$ cat src/hw/rtl/dtq_pkg.sv
`default_nettype none
package dtq_pkg;

	// table geometry
	localparam int TIMER_SLOTS = 16;
	localparam int SLOT_BITS   = $clog2(TIMER_SLOTS);
	localparam int TIME_BITS   = 48;
	localparam int ORDER_BITS  = 32;

	// item fields
	localparam int OP_BITS     = 2;
	localparam int DUR_BITS    = 31;
	localparam int HANDLE_BITS = 4;
	localparam int MAXPOP_BITS = 5;
	localparam int OSLOT_BITS  = 4;
	localparam int STATUS_BITS = 2;
	localparam int DELAY_BITS  = 32;

	// at most this many timers leave per pop
	localparam int MAX_POP  = 16;
	localparam int CNT_BITS = $clog2(MAX_POP + 1);

	localparam logic [OP_BITS-1:0] OP_SCHED  = 2'd0;
	localparam logic [OP_BITS-1:0] OP_POP    = 2'd1;
	localparam logic [OP_BITS-1:0] OP_CANCEL = 2'd2;
	localparam logic [OP_BITS-1:0] OP_TICK   = 2'd3;

	localparam logic [STATUS_BITS-1:0] ST_OK      = 2'd0;
	localparam logic [STATUS_BITS-1:0] ST_FULL    = 2'd1;
	localparam logic [STATUS_BITS-1:0] ST_MISSING = 2'd2;
	localparam logic [STATUS_BITS-1:0] ST_NONE    = 2'd3;

	localparam logic signed [DELAY_BITS-1:0] DELAY_MAX = {1'b0, {(DELAY_BITS-1){1'b1}}};
	localparam logic signed [DELAY_BITS-1:0] DELAY_MIN = {1'b1, {(DELAY_BITS-1){1'b0}}};

endpackage
`default_nettype wire

$ cat src/hw/rtl/deadline_timer_queue.sv
`default_nettype none
// Channel   Handshake             Payload
// command   start / busy          op, duration, handle, max_pop
// result    done (strobe)         slot, status, canceled, next_delay, last
//
// An item is taken at an edge with start high and busy low; busy then stays high
// until the last result has been loaded. The slot table is walked by one shared
// compare unit, one slot a cycle, for the earliest timer.
// Results go out on consecutive cycles, one per done strobe; the receiver cannot
// stall. Reset clears time, valid bits and order counter; no clearing pass.
module deadline_timer_queue
	import dtq_pkg::*;
(
	input  wire logic                          clk,
	input  wire logic                          arst_n,
	input  wire logic                          start,
	output logic                               busy,
	input  wire logic [OP_BITS-1:0]            op,
	input  wire logic [DUR_BITS-1:0]           duration,
	input  wire logic [HANDLE_BITS-1:0]        handle,
	input  wire logic [MAXPOP_BITS-1:0]        max_pop,
	output logic                               done,
	output logic [OSLOT_BITS-1:0]              slot,
	output logic [STATUS_BITS-1:0]             status,
	output logic                               canceled,
	output logic signed [DELAY_BITS-1:0]       next_delay,
	output logic                               last
);

	// sequencer codes
	localparam logic [1:0] S_IDLE   = 2'd0;
	localparam logic [1:0] S_SCAN   = 2'd1;
	localparam logic [1:0] S_CHECK  = 2'd2;
	localparam logic [1:0] S_EMIT   = 2'd3;

	localparam logic [SLOT_BITS-1:0] LAST_IDX = SLOT_BITS'(TIMER_SLOTS - 1);
	localparam logic [TIME_BITS-1:0] TIME_END = '1;

	logic [1:0] state_q;

	// timer table
	logic [TIME_BITS-1:0]  now_q;
	logic [TIMER_SLOTS-1:0] valid_q;
	logic [TIME_BITS-1:0]  dl_mem  [TIMER_SLOTS];
	logic [ORDER_BITS-1:0] ord_mem [TIMER_SLOTS];
	logic [ORDER_BITS-1:0] order_q;

	// scan state: best candidate so far
	logic [SLOT_BITS-1:0]  idx_q;
	logic                  best_valid_q;
	logic [SLOT_BITS-1:0]  best_slot_q;
	logic [TIME_BITS-1:0]  best_dl_q;
	logic [ORDER_BITS-1:0] best_ord_q;

	// pop bookkeeping and pending result
	logic [SLOT_BITS-1:0]      popped_q [MAX_POP];
	logic [CNT_BITS-1:0]       pcount_q;
	logic [CNT_BITS-1:0]       limit_q;
	logic [CNT_BITS-2:0]       eidx_q;
	logic [OSLOT_BITS-1:0]     res_slot_q;
	logic [STATUS_BITS-1:0]    res_status_q;
	logic                      res_canceled_q;
	logic signed [DELAY_BITS-1:0] delay_q;

	// output register
	logic                         done_q;
	logic [OSLOT_BITS-1:0]        slot_q;
	logic [STATUS_BITS-1:0]       status_q;
	logic                         canceled_q;
	logic signed [DELAY_BITS-1:0] next_delay_q;
	logic                         last_q;

	logic accept;
	assign accept = start && (state_q == S_IDLE);

	// lowest free slot
	logic                 have_free;
	logic [SLOT_BITS-1:0] free_slot;
	always_comb begin
		have_free = 1'b0;
		free_slot = '0;
		for (int i = TIMER_SLOTS - 1; i >= 0; i--) begin
			if (!valid_q[i]) begin
				have_free = 1'b1;
				free_slot = SLOT_BITS'(i);
			end
		end
	end

	// deadline now + duration, held at the end of time
	logic [TIME_BITS:0]   dl_sum;
	logic [TIME_BITS-1:0] new_dl;
	assign dl_sum = {1'b0, now_q} + (TIME_BITS+1)'(duration);
	assign new_dl = dl_sum[TIME_BITS] ? TIME_END : dl_sum[TIME_BITS-1:0];

	logic handle_ok;
	assign handle_ok = (32'(handle) < TIMER_SLOTS) && valid_q[SLOT_BITS'(handle)];

	// shared compare unit: current slot against best so far
	logic [TIME_BITS-1:0]  cand_dl;
	logic [ORDER_BITS-1:0] cand_ord;
	logic [ORDER_BITS-1:0] ord_diff;
	logic                  take;
	assign cand_dl  = dl_mem[idx_q];
	assign cand_ord = ord_mem[idx_q];
	assign ord_diff = cand_ord - best_ord_q;
	// equal deadlines: the later schedule (modular order) wins
	assign take = valid_q[idx_q] && (!best_valid_q || (cand_dl < best_dl_q) ||
		((cand_dl == best_dl_q) && (ord_diff != '0) && !ord_diff[ORDER_BITS-1]));

	// shared subtractor: earliest deadline minus now
	logic [TIME_BITS:0]             diff;
	logic [TIME_BITS-1:DELAY_BITS-1] diff_hi;
	logic                           expired;
	logic signed [DELAY_BITS-1:0]   sat_delay;
	assign diff    = {1'b0, best_dl_q} - {1'b0, now_q};
	assign diff_hi = diff[TIME_BITS-1:DELAY_BITS-1];
	assign expired = diff[TIME_BITS];
	always_comb begin
		if (!best_valid_q)
			sat_delay = DELAY_MAX;
		else if (!diff[TIME_BITS] && (|diff_hi))
			sat_delay = DELAY_MAX;
		else if (diff[TIME_BITS] && !(&diff_hi))
			sat_delay = DELAY_MIN;
		else
			sat_delay = diff[DELAY_BITS-1:0];
	end

	logic popping;
	assign popping = (pcount_q < limit_q) && best_valid_q && expired;

	logic emit_last;
	assign emit_last = (pcount_q == '0) || ((CNT_BITS'(eidx_q) + 1'b1) == pcount_q);

	// control
	always_ff @(posedge clk or negedge arst_n) begin
		if (!arst_n) begin
			state_q      <= S_IDLE;
			now_q        <= '0;
			valid_q      <= '0;
			order_q      <= '0;
			idx_q        <= '0;
			best_valid_q <= 1'b0;
			pcount_q     <= '0;
			limit_q      <= '0;
			eidx_q       <= '0;
			done_q       <= 1'b0;
		end else begin
			done_q <= 1'b0;
			unique case (state_q)
				S_IDLE: begin
					if (accept) begin
						state_q      <= S_SCAN;
						idx_q        <= '0;
						best_valid_q <= 1'b0;
						pcount_q     <= '0;
						eidx_q       <= '0;
						limit_q      <= '0;
						case (op)
							OP_SCHED: begin
								if (have_free) begin
									valid_q[free_slot] <= 1'b1;
									order_q            <= order_q + 1'b1;
								end
							end
							OP_POP: begin
								limit_q <= (32'(max_pop) > MAX_POP) ? CNT_BITS'(MAX_POP)
								                                    : CNT_BITS'(max_pop);
							end
							OP_CANCEL: begin
								if (handle_ok)
									valid_q[SLOT_BITS'(handle)] <= 1'b0;
							end
							default: begin
								if (now_q != TIME_END)
									now_q <= now_q + 1'b1;
							end
						endcase
					end
				end
				S_SCAN: begin
					if (take)
						best_valid_q <= 1'b1;
					if (idx_q == LAST_IDX) begin
						idx_q   <= '0;
						state_q <= S_CHECK;
					end else begin
						idx_q <= idx_q + 1'b1;
					end
				end
				S_CHECK: begin
					if (popping) begin
						valid_q[best_slot_q] <= 1'b0;
						pcount_q             <= pcount_q + 1'b1;
						best_valid_q         <= 1'b0;
						state_q              <= S_SCAN;
					end else begin
						state_q <= S_EMIT;
					end
				end
				S_EMIT: begin
					done_q <= 1'b1;
					eidx_q <= eidx_q + 1'b1;
					if (emit_last)
						state_q <= S_IDLE;
				end
				default: state_q <= S_IDLE;
			endcase
		end
	end

	// payload
	always_ff @(posedge clk) begin
		if (accept) begin
			res_slot_q     <= '0;
			res_status_q   <= ST_OK;
			res_canceled_q <= 1'b0;
			case (op)
				OP_SCHED: begin
					if (have_free) begin
						dl_mem[free_slot]  <= new_dl;
						ord_mem[free_slot] <= order_q;
						res_slot_q         <= OSLOT_BITS'(free_slot);
					end else begin
						res_status_q <= ST_FULL;
					end
				end
				OP_POP:    res_status_q <= ST_NONE;
				OP_CANCEL: begin
					res_slot_q     <= handle;
					res_status_q   <= handle_ok ? ST_OK : ST_MISSING;
					res_canceled_q <= handle_ok;
				end
				default: ;
			endcase
		end
		if ((state_q == S_SCAN) && take) begin
			best_slot_q <= idx_q;
			best_dl_q   <= cand_dl;
			best_ord_q  <= cand_ord;
		end
		if (state_q == S_CHECK) begin
			if (popping)
				popped_q[pcount_q[CNT_BITS-2:0]] <= best_slot_q;
			else
				delay_q <= sat_delay;
		end
		if (state_q == S_EMIT) begin
			next_delay_q <= delay_q;
			last_q       <= emit_last;
			canceled_q   <= res_canceled_q;
			if (pcount_q != '0) begin
				slot_q   <= OSLOT_BITS'(popped_q[eidx_q]);
				status_q <= ST_OK;
			end else begin
				slot_q   <= res_slot_q;
				status_q <= res_status_q;
			end
		end
	end

	assign busy       = (state_q != S_IDLE);
	assign done       = done_q;
	assign slot       = slot_q;
	assign status     = status_q;
	assign canceled   = canceled_q;
	assign next_delay = next_delay_q;
	assign last       = last_q;

	// results of one pop leave back to back
	a_burst: assert property (@(posedge clk) disable iff (!arst_n)
		done && !last |=> done)
		else $error("result burst broken before last");

	// an accepted item holds the block busy
	a_busy: assert property (@(posedge clk) disable iff (!arst_n)
		start && !busy |=> busy)
		else $error("busy not raised after accept");

	// a failed or empty outcome is always a single result
	a_single: assert property (@(posedge clk) disable iff (!arst_n)
		done && (status != ST_OK) |-> last && !canceled)
		else $error("error result not single");

	// pop count never passes its limit
	a_limit: assert property (@(posedge clk) disable iff (!arst_n)
		pcount_q <= limit_q)
		else $error("pop count beyond limit");

endmodule
`default_nettype wire
$ cat config.mk
export PLATFORM = sky130hd
export DESIGN_NAME = deadline_timer_queue
export DESIGN_NICKNAME = d
export VERILOG_FILES = /design/src/hw/rtl/dtq_pkg.sv /design/src/hw/rtl/deadline_timer_queue.sv
export SDC_FILE = /design/constraint.sdc
export NUM_CORES = 2
export LEC_CHECK = 0
export BUFFER_PORTS_ARGS = -buffer_cell sky130_fd_sc_hd__buf_4
export CAP_MARGIN = 20
export CORE_MARGIN = 5
export CORE_UTILIZATION = 30
export CTS_CLUSTER_DIAMETER = 100
export DETAILED_ROUTE_END_ITERATION = 7
export HOLD_SLACK_MARGIN = 0.06
export PLACE_DENSITY = 0.51
export SETUP_SLACK_MARGIN = 0.2
export SYNTH_ARGS = -nofsm -noshare
export SYNTH_HDL_FRONTEND = slang
export SYNTH_SLANG_ARGS = --single-unit
export TNS_END_PERCENT = 100
$ cat constraint.sdc
create_clock -name clk -period 24.8 [get_ports clk]
set_clock_uncertainty 0.2 [all_clocks]
set_input_delay 7.44 -clock clk [delete_from_list [all_inputs] [get_ports clk]]
set_output_delay 7.44 -clock clk [all_outputs]
set_load 0.05 [all_outputs]
---- Word-level counts from Yosys, hierarchy flattened ----
Memory sizes are Yosys's and may differ from the RTL's.
Cells that the tools add are included.
storage, ports and cells
  flip-flop bits (word level) ............. 281
  bits in writable memories ............... 1344
  input port bits ......................... 45
  output and inout port bits .............. 42
  word-level logic and storage cells ...... 194
  memories kept ........................... 3
memory list
  memory    depth  width  read ports  clocked after Yosys merged registers in  wr ports  RTL line                    text
  dl_mem    16     48     1           0                                        1         deadline_timer_queue.sv:44  logic [TIME_BITS-1:0] dl_mem [TIMER_SLOTS];
  ord_mem   16     32     1           0                                        1         deadline_timer_queue.sv:45  logic [ORDER_BITS-1:0] ord_mem [TIMER_SLOTS];
  popped_q  16     4      1           0                                        1         deadline_timer_queue.sv:56  logic [SLOT_BITS-1:0] popped_q [MAX_POP];
operators by class
  add/subtract/negate cells ............... 9
  magnitude comparators ................... 10
  eq/ne operators ......................... 17
  multiplexer cells ....................... 82
  bitwise logic cells ..................... 8
  reductions and logical operators ........ 43
operator list
  operator                                            count
  two-way mux 4 bit                                   20
  two-way mux 16 bit                                  4
  one-hot mux 16 bit (2 select lines)                 2
  adder 48 x 31 -> 49 bit                             1
  subtractor 48 x 48 -> 49 bit                        1
  adder 48 x 1 -> 48 bit, second input constant       1
  equality test 48 bit                                1
  < comparator 48 bit                                 1
  two-way mux 48 bit                                  1
  != test 48 bit, second input constant               1
  two-way mux 1 bit                                   33
  adder 32 x 1 -> 32 bit, second input constant       1
  AND 16 bit                                          2
  two-way mux 32 bit                                  1
  NOT 16 bit                                          2
  nonzero test 32 bit                                 1
  subtractor 32 bit                                   1
  one-hot mux 4 bit (2 select lines)                  3
  < comparator 4 x 5 -> 1 bit, second input constant  4
  two-way mux 5 bit                                   4
  AND reduction 17 bit                                1
  OR reduction 17 bit                                 1
  bitwise OR 16 bit                                   1
  demux 1 bit (select 4 bit)                          3
  other kinds (34)                                    78

---- Depth between registers and ports, before layout ----
  depth in word-level cells ............... 25
  mapped depth ............................ 22
  depth with buffers taken out ............ 18

---- Least setup slack after synthesis ----
OpenSTA, ideal clock, no wires.
  path kind ............................... input port to flip-flop
  from .................................... in op[1]
  to ...................................... mem dl_mem[13][0], enable pin
  setup time .............................. 0.521 ns
  data arrival time ....................... 11.822 ns
  data required time ...................... 24.079 ns
  slack ................................... 12.257 ns
  stages on the path ...................... 5
  buffers on the path ..................... 2
  path through ............................ clkbuf_1 nor4_1 clkbuf_1 nand3_1 nor2_1
on the way
  cells in the longest elaborated chain, start to end .. 4
ends and longest elaborated chain
  element                                  RTL line                     text
  start, declared                          deadline_timer_queue.sv:18   input wire logic [OP_BITS-1:0] op,
  logical NOT 2 bit                        deadline_timer_queue.sv:219  case (op)
  two-way mux 1 bit                        deadline_timer_queue.sv:219
  two-way mux 1 bit                        deadline_timer_queue.sv:215  if (accept) begin
  two-way mux 1 bit (implied by the code)  deadline_timer_queue.sv:222  dl_mem[free_slot] <= new_dl;
  end, declared                            deadline_timer_queue.sv:44
No other way between the ends.

---- Worst setup path in the final report ----
  from .................................... in duration[0]
  to ...................................... mem dl_mem[2][2], data pin
on the way
  cells in the longest elaborated chain, start to end .. 2
ends and longest elaborated chain
  element                  RTL line                    text
  start, declared          deadline_timer_queue.sv:19  input wire logic [DUR_BITS-1:0] duration,
  adder 48 x 31 -> 49 bit  deadline_timer_queue.sv:93  assign dl_sum = {1'b0, now_q} + (TIME_BITS+1)'(duration);
  two-way mux 48 bit       deadline_timer_queue.sv:94  assign new_dl = dl_sum[TIME_BITS] ? TIME_END : dl_sum[TIME_BITS-1:0];
  named net new_dl[2]      deadline_timer_queue.sv:92  logic [TIME_BITS-1:0] new_dl;
The timed path passes the listed nets, and every way through them passes these cells.

==> metrics.md <==
| Metric | Value |
|---|---|
| Outcome | `finished clean` |
| Initial standard-cell utilization of the core | `30.1%` |
| Post-synth ARST share | `7.26%` |
| 1st-pass router iterations | `8` |
| Cell Area, Synth | `0.0713 mm2` |
| Critical Path End Type | `flop` |
| Startpoint types | `primary input` |
| Area share of the largest cell type after synthesis | `63.5%` |
| Setup violation total in the final timing report | `0` |
| Synthesized instance count | `4677` |
| Avg Synthesized Cell Area | `15.2 um2` |
| Area of the core | `0.237 mm2` |
| Worst endpoint data arrival time | `12.42 ns` |
| Relative contribution of the clock network to total power | `45.8%` |
| Number of buffers added to fix hold violations after cts | `0` |
| Count of cells along the worst register-to-register path | `19` |
| Hold violation total from the final report | `0` |
| DRC violation total after the first TritonRoute iteration | `3151` |
| Flop and latch count out of synthesis | `1625` |
| Setup repair after global routing missed its margin | `no` |
| Final critical path time including I/O delays and setup | `12.17 ns` |
| Site row count | `179` |
| Fraction of final layout cells with drive strength greater than 1 | `14.8%` |
| Average wire per standard cell | `23.6 um` |
| Area growth, synth to finish | `14.5%` |
| Reg-to-reg critical path startpoint | `idx_q[0]$_DFFE_PN0P_` |
| Width of the die | `497 um` |
| I/O pin cnt | `87` |
| Most frequent cells in the layout | `sky130_fd_sc_hd__edfxtp_1 (1507), sky130_fd_sc_hd__nand2_1 (284), sky130_fd_sc_hd__o21ai_0 (263), sky130_fd_sc_hd__mux2i_1 (253), sky130_fd_sc_hd__a21oi_1 (224)` |
| Top routing layer used | `met4` |
| Cts bufs inserted | `172` |
| Origin of the worst min-delay path | `delay_q[5]$_SDFFCE_PP1P_` |
| Maximum fanout along the worst path | `22` |
| Post-placement worst setup slack | `11.74 ns` |
| Worst skew pair latency | `0.81 ns` |
| Clk buf depth | `3` |
| Synth Flop Type | `sky130_fd_sc_hd__edfxtp_1` |
| Sequential fraction of the synthesis area | `67.6%` |
| Total power divided by cell area | `68.3 mW/mm2` |
| Peak supply drop | `0.0744 mV` |
| Endpoint, Worst Hold | `next_delay[5]$_DFFE_PP_` |
| Number of slew-limit violations in the final report | `0` |
| Detail Route Antenna Nets | `0` |
| Clock tree from TritonCTS | `done` |
| Commonest non-fill, non-tap cell in the layout | `sky130_fd_sc_hd__edfxtp_1` |
| Final worst-path cycle share | `49.1%` |
| Setup fix buffers added after clock tree synthesis | `0` |
| Global routing usage summed across all routing layers | `15.1%` |
| Pint | `4.47 mW` |
| Fmax | `0.0822 GHz` |
| Worst reg2reg setup slack | `15.45 ns` |
| Synth top area cells | `sky130_fd_sc_hd__edfxtp_1 (63%), sky130_fd_sc_hd__mux4_2 (5.8%), sky130_fd_sc_hd__dfrtp_1 (4.1%)` |
| Final weighted congestion in routability-driven placement | `0.852` |
| Placed wire-length estimate | `116000 um` |
| Net switching power | `1.10 mW` |
| Portion of total power attributed to sequential cells | `53.3%` |
| Vias | `40949` |
| Count of yosys warnings during synthesis | `0` |
| PnR worst setup slack | `12.63 ns` |
| Max-cap violations | `0` |
| Number of global-route vias before repair | `41576` |
| Number of antenna violations at the first check in global routing | `5` |
| Detail Route met3 WL | `7940 um` |
| Switching power as a share of total power | `19.8%` |
| Number of instances resized during post-cts repair | `0` |
| Pin count of the biggest net entering global routing | `99` |
| Endpoint of the lowest-slack register-to-register path | `best_slot_q[2]$_DFFE_PP_` |
| CTS sink count | `1625` |
| Setup TNS | `0 ns` |
| Length of routed met2 wiring | `91000 um` |
| Max-slew headroom at the worst pin | `21.0%` |
| Crit Path Category | `primary input to flop` |
| Via-per-instance ratio | `5.05` |
| Finished Layout Cells | `8111` |
| Routed length on met1 | `89300 um` |
| Overflow left after global routing | `0` |
| Root buffer cell | `sky130_fd_sc_hd__clkbuf_16` |
| Number of placed cells counting well taps | `7790` |
| Wire length after detailed routing | `192000 um` |
| Count of cells along the worst hold path | `0` |
| Area enclosed by the die boundary | `0.247 mm2` |
| Final routed DRC violation total | `0` |
| Number of unique standard cell types used by synthesis | `88` |
| Actual transition at the worst max-transition pin | `1.18 ns` |
| Number of nets in the finished design | `5021` |
| Maximum level of the CTS H-tree | `4` |
| Cell taking the most area after synthesis | `sky130_fd_sc_hd__edfxtp_1` |
| Total nets after synthesis | `4895` |
| Post-synth EDFFs | `1507` |
| Worst min-delay path category | `flop to flop` |
| Worst Path Required | `25.04 ns` |
| Share of total power in combinational logic | `0.9%` |
| Reported leakage power | `27.8 nW` |
| Global-route wire length before repair | `283000 um` |
| Clock slew at reported path FFs | `0.06 ns` |
| Overall die height | `497 um` |
| Number of port buffers | `86` |
-- metal layers --
metal  track usage [%]  vias to the layer above
met5                 0                        -
met4              3.31                        0
met3              2.07                      213
met2              24.8                      974
met1              21.4                    21142
li1                  -                    18620
-- kinds of logic after synthesis --
kind of cell    Yosys count  synth area share (%)
flops                  1625                  67.6
mux                     524                  10.8
simple gates            832                  5.67
buf+inv                 399                  2.14
xor+xnor                164                  2.01
fa+ha+maj               173                  3.07
compound gates          960                  8.72
-- per-stage QoR --
| stage | hold slack (ns) | utilization, % | cell area, um2 | power [mW] |
|---|---|---|---|---|
| 2_1_floorplan | 0.200 | - | 71300 | 3.05 |
| 3_3_place_gp | 0.201 | 32.0 | 75900 | 3.08 |
| 3_5_place_dp | 0.205 | 32.0 | 75900 | 3.08 |
| 4_1_cts | 0.217 | 34.4 | 81500 | 5.64 |
| 5_1_grt | 0.220 | 34.4 | 81600 | 5.75 |
| 6_report | 0.214 | 34.4 | 81600 | 5.57 |
-- how the worst max path moves through the flow --
stage,cells after the start,from,slack (ns),to
after global routing,16,duration[0],12.40,dl_mem[13][4]$_DFFE_PP_
after CTS,16,duration[0],12.57,dl_mem[11][43]$_DFFE_PP_
final,16,duration[0],12.63,dl_mem[2][2]$_DFFE_PP_
after global placement,16,duration[0],11.62,dl_mem[0][39]$_DFFE_PP_
after detailed placement,16,duration[0],11.74,dl_mem[1][43]$_DFFE_PP_
after floorplan,5,op[1],12.26,dl_mem[13][0]$_DFFE_PP_
-- critical path: stages --
cell and delay, ns:
sky130_fd_sc_hd__buf_4 0.08, sky130_fd_sc_hd__ha_1 0.15, sky130_fd_sc_hd__inv_1 0.06, sky130_fd_sc_hd__fa_1 0.37, sky130_fd_sc_hd__nor2b_1 0.33, sky130_fd_sc_hd__o21ai_0 0.16, sky130_fd_sc_hd__a21boi_0 0.56, sky130_fd_sc_hd__o21a_1 0.23
sky130_fd_sc_hd__o2111ai_1 0.26, sky130_fd_sc_hd__nand4_1 0.28, sky130_fd_sc_hd__a41oi_1 0.21, sky130_fd_sc_hd__o21ai_1 0.19, sky130_fd_sc_hd__buf_4 0.25, sky130_fd_sc_hd__nand3_2 0.63, sky130_fd_sc_hd__buf_4 0.55, sky130_fd_sc_hd__o21ai_1 0.62
-- cells in the mapped netlist, drive strengths merged (52+ instances only) --
| cell | n |
|---|---|
| edfxtp | 1507 |
| nand2 | 285 |
| o21ai | 269 |
| mux2i | 253 |
| a21oi | 225 |
| mux4 | 185 |
| inv | 182 |
| ha | 170 |
| clkbuf | 157 |
| nor2 | 155 |
| dfrtp | 118 |
| xnor2 | 118 |
| a21o | 101 |
| mux2 | 86 |
| a221oi | 85 |
| a22oi | 80 |
| nand3 | 75 |
| nand4 | 63 |
| buf | 59 |
| nor3 | 52 |
-- layout make-up --
class / instances / area [um2]
diodes: 2 / 5.00
clock buffers: 242 / 4790
clock inverters: 71 / 776
fillers: 22554 / 156000
inverters: 183 / 687
multi-input cells: 2653 / 21800
flip-flops and latches: 1625 / 48200
well taps: 3167 / 3960
repair buffers: 168 / 1400
-- power groups by stage --
stage	registers [mW]	logic [mW]	clock network [mW]
global route	2.97	0.0558	2.73
floorplan	3.03	0.0235	0
global placement	3.03	0.0497	0
finish	2.97	0.0509	2.55
detailed placement	3.03	0.0508	0
CTS	2.97	0.0511	2.62
-- flip-flops by register name (all words and copies together) (netlist names), 2 cells and up --
register,flops
best_dl_q,48
best_ord_q,32
best_slot_q,4
delay_q,32
dl_mem,768
eidx_q,4
idx_q,4
limit_q,5
next_delay,32
now_q,48
ord_mem,512
order_q,32
pcount_q,5
popped_q,64
res_slot_q,4
res_status_q,2
slot,4
state_q,2
status,2
valid_q,16
Power figures use the tool's default switching activity.
